[config.mk]
export PLATFORM = sky130hd
export DESIGN_NAME = scan_result_dedup_table
export DESIGN_NICKNAME = d
export VERILOG_FILES = /design/src/sv/sdt_pkg.sv /design/src/sv/sdt_table_mem.sv /design/src/sv/sdt_out_stage.sv /design/src/sv/scan_result_dedup_table.sv
export SDC_FILE = /design/constraint.sdc
export NUM_CORES = 2
export LEC_CHECK = 0
export ABC_CLOCK_PERIOD_IN_PS = 32400
export BUFFER_PORTS_ARGS = -buffer_cell sky130_fd_sc_hd__buf_4
export CAP_MARGIN = 20
export CORE_MARGIN = 8
export CORE_UTILIZATION = 26
export CTS_CLUSTER_SIZE = 12
export DETAILED_ROUTE_END_ITERATION = 7
export GPL_TIMING_DRIVEN = 0
export MAX_ROUTING_LAYER = met4
export SLEW_MARGIN = 15
export SYNTH_ARGS = -nofsm -noshare
export SYNTH_HDL_FRONTEND = slang
export SYNTH_SLANG_ARGS = --single-unit
export TNS_END_PERCENT = 10
[constraint.sdc]
create_clock -name clk -period 32.4 [get_ports clk]
set_input_delay 3.24 -clock clk [delete_from_list [all_inputs] [get_ports clk]]
set_output_delay 3.24 -clock clk [all_outputs]
set_load 0.01 [all_outputs]
[src/sv/sdt_pkg.sv]
// ----------------------------------------------------------------------------
// sdt_pkg
// Shared types, constants and helpers for the scan result de-duplication table.
// ----------------------------------------------------------------------------
package sdt_pkg;

	localparam int DEF_TABLE_DEPTH = 8;
	localparam int NAME_BYTES      = 16;
	localparam int NAME_W          = 8 * NAME_BYTES;
	localparam int LEN_W           = 5;
	localparam int ADDR_W          = 48;
	localparam int RSSI_W          = 8;

	// Input beat payload, last field in the lowest bits.
	typedef struct packed {
		logic [2:0]               pad;
		logic signed [RSSI_W-1:0] signal_strength;
		logic [ADDR_W-1:0]        device_address;
		logic [LEN_W-1:0]         name_len;
		logic [63:0]              name_low;
		logic [63:0]              name_high;
	} in_item_t;

	localparam int IN_TDATA_W = $bits(in_item_t);

	// Kind and flag bits of an input beat.
	typedef struct packed {
		logic is_scan_response;
		logic action;
	} in_user_t;

	localparam int IN_TUSER_W = $bits(in_user_t);

	localparam logic ACT_REPORT = 1'b0;
	localparam logic ACT_FLUSH  = 1'b1;

	// One table entry; also the output beat payload.
	typedef struct packed {
		logic signed [RSSI_W-1:0] strength;
		logic [ADDR_W-1:0]        address;
		logic [63:0]              name_low;
		logic [63:0]              name_high;
	} entry_t;

	localparam int ENTRY_W = $bits(entry_t);

	// Byte mask over {name_high, name_low} covering the leading name bytes.
	function automatic logic [NAME_W-1:0] name_mask(input logic [LEN_W-1:0] len);
		logic [LEN_W-1:0]  n;
		logic [NAME_W-1:0] m;
		n = (len > LEN_W'(NAME_BYTES)) ? LEN_W'(NAME_BYTES) : len;
		m = '0;
		for (int b = 0; b < NAME_BYTES; b++) begin
			m[NAME_W-1-8*b -: 8] = (LEN_W'(b) < n) ? 8'hFF : 8'h00;
		end
		return m;
	endfunction

endpackage

[src/sv/sdt_table_mem.sv]
// ----------------------------------------------------------------------------
// sdt_table_mem
// Entry store: one write port and one read port with registered read data.
// ----------------------------------------------------------------------------
module sdt_table_mem #(
	parameter int DEPTH = sdt_pkg::DEF_TABLE_DEPTH,
	parameter int AW    = (DEPTH > 1) ? $clog2(DEPTH) : 1
) (
	input  logic                clk,
	input  logic                we,
	input  logic [AW-1:0]       waddr,
	input  sdt_pkg::entry_t     wdata,
	input  logic                re,
	input  logic [AW-1:0]       raddr,
	output sdt_pkg::entry_t     rdata
);
	import sdt_pkg::*;

	entry_t mem [DEPTH];
	entry_t rdata_q;

	always_ff @(posedge clk) begin
		if (we) begin
			mem[waddr] <= wdata;
		end
	end

	// Read data holds while no read is issued.
	always_ff @(posedge clk) begin
		if (re) begin
			rdata_q <= mem[raddr];
		end
	end

	assign rdata = rdata_q;

endmodule

[src/sv/sdt_out_stage.sv]
// ----------------------------------------------------------------------------
// sdt_out_stage
// Output register for flushed entries; frees the table while a beat waits.
// ----------------------------------------------------------------------------
module sdt_out_stage (
	input  logic                      clk,
	input  logic                      arst_n,
	input  logic                      load,
	input  sdt_pkg::entry_t           load_entry,
	input  logic                      load_last,
	output logic                      can_load,
	output logic                      m_axis_tvalid,
	input  logic                      m_axis_tready,
	output logic [sdt_pkg::ENTRY_W-1:0] m_axis_tdata,
	output logic                      m_axis_tlast
);
	import sdt_pkg::*;

	logic   valid_q;
	entry_t entry_q;
	logic   last_q;

	assign can_load = !valid_q || m_axis_tready;

	always_ff @(posedge clk or negedge arst_n) begin
		if (!arst_n) begin
			valid_q <= 1'b0;
		end else if (load) begin
			valid_q <= 1'b1;
		end else if (m_axis_tready) begin
			valid_q <= 1'b0;
		end
	end

	always_ff @(posedge clk) begin
		if (load) begin
			entry_q <= load_entry;
			last_q  <= load_last;
		end
	end

	assign m_axis_tvalid = valid_q;
	assign m_axis_tdata  = entry_q;
	assign m_axis_tlast  = last_q;

endmodule

[src/sv/scan_result_dedup_table.sv]
// ----------------------------------------------------------------------------
// scan_result_dedup_table
// Table of scanned devices keyed by name, with RSSI update and flush.
// ----------------------------------------------------------------------------
// Input beats carry either a device report or an end-of-scan flush
// (s_axis_tuser bit 0). A report that is not a scan response is compared
// against the stored entries on its leading name_len name bytes; a hit
// updates that entry's strength, a miss appends a new entry. While the table
// holds TABLE_DEPTH entries every report is dropped. Reports produce no
// output beats.
// A report occupies the block until a hit, or on a miss until the append after
// the last stored entry: the single read port of the entry memory scans one
// entry per cycle, with the compare in the cycle after the read.
// A flush emits the stored entries in order on the master side, each one by
// a memory read and then a load of the output register, with
// tlast on the final one, and leaves the table empty. An empty flush emits
// nothing. The output register parts the two sides, so the next input beat
// is taken while the final entry still waits; a stalled receiver holds the
// flush at the current entry.
// Reset empties the table at once through the fill count; the memory itself
// is not swept, as entries past the fill count are never read.
// ----------------------------------------------------------------------------
module scan_result_dedup_table #(
	parameter int TABLE_DEPTH = sdt_pkg::DEF_TABLE_DEPTH
) (
	input  logic                          clk,
	input  logic                          arst_n,
	input  logic                          s_axis_tvalid,
	output logic                          s_axis_tready,
	// name_high, name_low, name_len, device_address, signal_strength, zero pad
	input  logic [sdt_pkg::IN_TDATA_W-1:0] s_axis_tdata,
	// action, is_scan_response
	input  logic [sdt_pkg::IN_TUSER_W-1:0] s_axis_tuser,
	output logic                          m_axis_tvalid,
	input  logic                          m_axis_tready,
	// entry_name_high, entry_name_low, entry_address, entry_strength
	output logic [sdt_pkg::ENTRY_W-1:0]   m_axis_tdata,
	output logic                          m_axis_tlast
);
	import sdt_pkg::*;

	localparam int AW = (TABLE_DEPTH > 1) ? $clog2(TABLE_DEPTH) : 1;
	localparam int CW = $clog2(TABLE_DEPTH + 1);

	typedef enum logic [3:0] {
		S_IDLE    = 4'b0001,
		S_SCAN    = 4'b0010,
		S_FL_RD   = 4'b0100,
		S_FL_LOAD = 4'b1000
	} state_t;

	state_t            state_q;
	logic [CW-1:0]     count_q;
	logic [CW-1:0]     idx_q;
	logic [NAME_W-1:0] req_mask_q;
	logic [NAME_W-1:0] req_name_q;
	logic [ADDR_W-1:0] req_addr_q;
	logic [RSSI_W-1:0] req_rssi_q;
	logic              cmp_vld_s1;
	logic              cmp_last_s1;
	logic [AW-1:0]     cmp_idx_s1;

	in_item_t          in_item;
	in_user_t          in_user;
	logic              in_acc;
	logic              table_full;
	logic [NAME_W-1:0] in_mask;

	logic              mem_we;
	logic [AW-1:0]     mem_waddr;
	entry_t            mem_wdata;
	logic              mem_re;
	logic [AW-1:0]     mem_raddr;
	entry_t            mem_rdata;

	logic              scan_re;
	logic              hit;
	logic              append;
	logic              fl_last;
	logic              out_load;
	logic              out_can_load;

	assign in_item       = in_item_t'(s_axis_tdata);
	assign in_user       = in_user_t'(s_axis_tuser);
	assign s_axis_tready = (state_q == S_IDLE);
	assign in_acc        = s_axis_tvalid && s_axis_tready;
	assign table_full    = (count_q == CW'(TABLE_DEPTH));
	assign in_mask       = name_mask(in_item.name_len);

	// Scan: the read runs one entry ahead of the compare.
	assign scan_re = (state_q == S_SCAN) && (idx_q != count_q);
	assign hit     = (state_q == S_SCAN) && cmp_vld_s1 &&
	                 (({mem_rdata.name_high, mem_rdata.name_low} & req_mask_q) == req_name_q);
	// A miss on the last entry, or an empty table, appends.
	assign append  = (state_q == S_SCAN) && !hit &&
	                 ((cmp_vld_s1 && cmp_last_s1) || (!cmp_vld_s1 && count_q == '0));

	assign fl_last  = ((idx_q + CW'(1)) == count_q);
	assign out_load = (state_q == S_FL_LOAD) && out_can_load;

	assign mem_re    = scan_re || (state_q == S_FL_RD);
	assign mem_raddr = idx_q[AW-1:0];
	assign mem_we    = hit || append;
	assign mem_waddr = hit ? cmp_idx_s1 : count_q[AW-1:0];

	always_comb begin
		if (hit) begin
			mem_wdata          = mem_rdata;
			mem_wdata.strength = req_rssi_q;
		end else begin
			mem_wdata.name_high = req_name_q[NAME_W-1 -: 64];
			mem_wdata.name_low  = req_name_q[63:0];
			mem_wdata.address   = req_addr_q;
			mem_wdata.strength  = req_rssi_q;
		end
	end

	always_ff @(posedge clk or negedge arst_n) begin
		if (!arst_n) begin
			state_q    <= S_IDLE;
			count_q    <= '0;
			idx_q      <= '0;
			cmp_vld_s1 <= 1'b0;
		end else begin
			unique case (state_q)
				S_IDLE: begin
					idx_q      <= '0;
					cmp_vld_s1 <= 1'b0;
					if (in_acc) begin
						if (in_user.action == ACT_FLUSH) begin
							if (count_q != '0) begin
								state_q <= S_FL_RD;
							end
						end else if (!in_user.is_scan_response && !table_full) begin
							state_q <= S_SCAN;
						end
					end
				end
				S_SCAN: begin
					cmp_vld_s1 <= scan_re && !(hit || append);
					if (scan_re) begin
						idx_q <= idx_q + CW'(1);
					end
					if (append) begin
						count_q <= count_q + CW'(1);
					end
					if (hit || append) begin
						state_q <= S_IDLE;
					end
				end
				S_FL_RD: begin
					state_q <= S_FL_LOAD;
				end
				S_FL_LOAD: begin
					if (out_can_load) begin
						if (fl_last) begin
							count_q <= '0;
							state_q <= S_IDLE;
						end else begin
							idx_q   <= idx_q + CW'(1);
							state_q <= S_FL_RD;
						end
					end
				end
				default: begin
					state_q <= S_IDLE;
				end
			endcase
		end
	end

	always_ff @(posedge clk) begin
		if (in_acc) begin
			req_mask_q <= in_mask;
			req_name_q <= {in_item.name_high, in_item.name_low} & in_mask;
			req_addr_q <= in_item.device_address;
			req_rssi_q <= in_item.signal_strength;
		end
		if (scan_re) begin
			cmp_idx_s1  <= idx_q[AW-1:0];
			cmp_last_s1 <= ((idx_q + CW'(1)) == count_q);
		end
	end

	sdt_table_mem #(
		.DEPTH (TABLE_DEPTH),
		.AW    (AW)
	) u_mem (
		.clk   (clk),
		.we    (mem_we),
		.waddr (mem_waddr),
		.wdata (mem_wdata),
		.re    (mem_re),
		.raddr (mem_raddr),
		.rdata (mem_rdata)
	);

	sdt_out_stage u_out (
		.clk           (clk),
		.arst_n        (arst_n),
		.load          (out_load),
		.load_entry    (mem_rdata),
		.load_last     (fl_last),
		.can_load      (out_can_load),
		.m_axis_tvalid (m_axis_tvalid),
		.m_axis_tready (m_axis_tready),
		.m_axis_tdata  (m_axis_tdata),
		.m_axis_tlast  (m_axis_tlast)
	);

	a_count_bound: assert property (@(posedge clk) disable iff (!arst_n)
		count_q <= CW'(TABLE_DEPTH))
		else $error("fill count beyond table depth");

	a_no_write_in_flush: assert property (@(posedge clk) disable iff (!arst_n)
		mem_we |-> (state_q == S_SCAN))
		else $error("table write outside a report scan");

	a_append_not_full: assert property (@(posedge clk) disable iff (!arst_n)
		append |-> !table_full)
		else $error("append into a full table");

	a_flush_starts: assert property (@(posedge clk) disable iff (!arst_n)
		(in_acc && in_user.action == ACT_FLUSH && count_q != '0) |=> (state_q == S_FL_RD))
		else $error("flush of a non-empty table did not start");

	a_last_clears: assert property (@(posedge clk) disable iff (!arst_n)
		(out_load && fl_last) |=> (count_q == '0))
		else $error("table not emptied after final flushed entry");

endmodule
==> flow_summary.ini <==
[outcome]
run_status = finished clean

[sta]
worst_max_slew_pin_slew_ps = 1210
final_ws_setup_ps = 25480
layout_min_cycle_time_ps = 6920
final_worst_clock_skew_ps = 69.8
hold_violations = 0
count_of_final_setup_violators = 0
totalNegativeSetupSlack_ps = 0
fmax_mhz = 145
count_of_final_max_slew_check_failures = 0
grt_setup_unrepaired = no
layout_worst_path_cycle_share_pct = 21.4
timing.max_slew.rel_slack_pct = 19.2

[cts]
cts.root.buffer_cell = sky130_fd_sc_hd__clkbuf_16
clkTransAtPathRegs_ps = 60
cts_tree = built
ctsLongestPathBuffers = 4
cts_num_sinks = 2059
htree_num_levels = 4
clk_latency_ps = 860
cts.hold.buffers_added = 0
cts-buffers-inserted = 207
cts_setup_buffers = 0
cts_resized = 0

[critical_path]
rr_worst_depth = 16
critical_path_class = register to register
regToRegEndpoint = u_mem.mem[2][79]
critPathLaunch = req_mask_q[31]
worst-path-max-fanout = 16
worst_ep_required_time_ps = 32930
critPathCapture = u_mem.mem[2][79]
start_kind = register
reg2reg_setup_slack_ps = 25480
reg2reg_from = req_mask_q[31]
arrival_ps = 7450
end_kind = register

[drt]
num_vias = 39300
antenna_violating_nets_post_route = 0
initialDrtViolationCount = 4728
detail_route.drc_violations = 0
first_pass_iters = 6
vias_per_cell = 4.67
wire_per_inst_um = 27.5
routed_wl_um = 231000

[logic_synthesis]
synthDominantAreaCellType = sky130_fd_sc_hd__edfxtp_1
number_of_enable_type_register_cells_in_the_synthesized_netlist = 2045
synth.ff_latch_count = 2059
ys_seq_area_share_pct = 78.5
synth_area_leaders = sky130_fd_sc_hd__edfxtp_1 78%, sky130_fd_sc_hd__mux4_2 11%, sky130_fd_sc_hd__mux2_2 5.1%
synth.yosys.warnings = 0
avgSynthCellArea_um2 = 22.0
mappedNetlistArea_um2 = 78700
synth_unique_cells = 59
netlist_top_cells_count = 2045 x sky130_fd_sc_hd__edfxtp_1, 368 x sky130_fd_sc_hd__mux4_2, 358 x sky130_fd_sc_hd__mux2_2, 117 x sky130_fd_sc_hd__nand2_1, 89 x sky130_fd_sc_hd__clkbuf_1
synthesis.nets = 3782
synthMostInstantiatedCell = sky130_fd_sc_hd__edfxtp_1
share_of_flip_flops_with_an_asynchronous_set_or_reset_after_synthesis_pct = 0.680
syn_inst = 3581
dominantRegCellSynth = sky130_fd_sc_hd__edfxtp_1
netlist.area_leader.share_pct = 78.1

[placement]
worst_slack_placed_ps = 25500
place.detailed.instances = 8093
dp_hpwl_um = 165000
io_buffers = 380
gpl.final_weighted_congestion = 0.806

[global_routing]
number_of_global_route_vias_before_repair = 39500
global_route_wire_length_before_repair_um = 318000
grt_max_degree = 46
grt_use_total_pct = 14.2
grt_antenna_before_repair = 35
overflow_after_grt = 0

[floorplanning]
die_h_um = 566
effective_utilization_at_floorplan_pct = 26.0
die-area_um2 = 320000
boundaryPins = 385
num_rows = 202
coreArea_um2 = 302000
dieWidth_um = 566

[cells_and_area]
drive_above_1_share_pct = 35.5
finalNonFillerCells = 8413
finish.utilization_pct = 31.7
area_overhead_of_the_layout_relative_to_synthesis_pct = 21.6
layout.nets = 4539

[power_and_ir_drop]
report.power.total_w = 0.00661
power_leakage_nw = 29.8
power.ir.vdd_worst_mv = 0.0414
power.density_nw_per_um2 = 69.1

[flow_run]
maxCapViolations = 0

[worst_hold_path]
worst_hold_path_type = register to register
==> routing by layer <==
layer | track usage, % | up-vias | wire, um
li1 | - | 16200 | -
met1 | 18.7 | 20900 | 96000
met2 | 22.6 | 1773 | 110000
met3 | 2.85 | 334 | 18200
met4 | 3.94 | 0 | 6940
met5 | - | - | 0
==> where the power goes <==
group	switching [W]	internal (W)
clock	0.000959	0.00119
combinational	0.000620	0.000460
sequential	0.000141	0.00324
==> flip-flops by register name, summed over array words and instances (netlist names) <==
name and count:
u_out.m_axis_tvalid 1, req_mask_q 16, u_mem.mem 1472, u_mem.rdata 184
u_out.m_axis_tdata 184, cmp_vld_s1 1, state_q 4, u_out.m_axis_tlast 1
idx_q 4, req_addr_q 48, req_rssi_q 8, count_q 4
req_name_q 128, cmp_idx_s1 3, cmp_last_s1 1
==> final cells by class <==
cell class / instances / area (um^2)
buffer: 149 / 637
inverter: 25 / 93.8
multi-input combinational: 1348 / 16300
fill: 28700 / 206000
tap: 3978 / 4980
clock inverter: 34 / 280
antenna: 13 / 32.5
sequential: 2059 / 61800
timing repair buffer: 548 / 6140
clock buffer: 259 / 5430
==> cell usage in the layout, fill, tap and decap left out, types with 29 or more instances in the layout <==
cell type and instances:
sky130_fd_sc_hd__nor2_1 41, sky130_fd_sc_hd__mux4_2 368, sky130_fd_sc_hd__o21ai_0 29, sky130_fd_sc_hd__buf_1 36, sky130_fd_sc_hd__nand2_1 117, sky130_fd_sc_hd__buf_12 46, sky130_fd_sc_hd__buf_4 418, sky130_fd_sc_hd__edfxtp_1 2045
sky130_fd_sc_hd__xor2_1 49, sky130_fd_sc_hd__clkbuf_16 209, sky130_fd_sc_hd__buf_16 64, sky130_fd_sc_hd__clkbuf_1 130, sky130_fd_sc_hd__mux2_2 358, sky130_fd_sc_hd__and2_1 65, sky130_fd_sc_hd__nor2b_1 77
==> kinds of logic after synthesis <==
group / count (synthesis) / synth area share (%)
AOI/OAI and AO/OA: 141 / 1.28
xor gates and xnor gates: 66 / 0.735
adders and majority gates: 3 / 0.0477
muxes: 729 / 15.7
and+or+nand+nor: 409 / 2.82
DFF: 2059 / 78.5
buffers and inverters: 174 / 0.913
==> worst min path at each step <==
stage | cells past startpoint | start | to
finish | 0 | u_mem.rdata[181] | u_out.m_axis_tdata[181]
global route | 0 | u_mem.rdata[182] | u_out.m_axis_tdata[182]
CTS | 0 | u_mem.rdata[174] | u_out.m_axis_tdata[174]
detailed placement | 0 | u_mem.rdata[182] | u_out.m_axis_tdata[182]
global placement | 0 | u_mem.rdata[182] | u_out.m_axis_tdata[182]
floorplan | 0 | u_mem.rdata[176] | u_out.m_axis_tdata[176]
==> critical path, stage by stage, from the launching register on <==
cell and delay [ps]:
sky130_fd_sc_hd__edfxtp_1 310, sky130_fd_sc_hd__clkbuf_1 570, sky130_fd_sc_hd__nand2_1 150, sky130_fd_sc_hd__xnor2_1 400, sky130_fd_sc_hd__or4_1 560, sky130_fd_sc_hd__or4_1 470
sky130_fd_sc_hd__or4_4 540, sky130_fd_sc_hd__nor4_4 840, sky130_fd_sc_hd__buf_2 530, sky130_fd_sc_hd__buf_4 340, sky130_fd_sc_hd__a21oi_1 220, sky130_fd_sc_hd__nor2_4 590
sky130_fd_sc_hd__buf_12 280, sky130_fd_sc_hd__buf_16 200, sky130_fd_sc_hd__buf_16 190, sky130_fd_sc_hd__buf_12 200, sky130_fd_sc_hd__buf_16 170
==> per-stage QoR <==
step / hold slack [ps] / cell area (um^2)
3_5_place_dp: 410 / 89700
5_1_grt: 441 / 95600
2_1_floorplan: 400 / 78700
4_1_cts: 419 / 95400
3_3_place_gp: 407 / 86500
6_report: 423 / 95600
(Power assumes the default switching activity.)
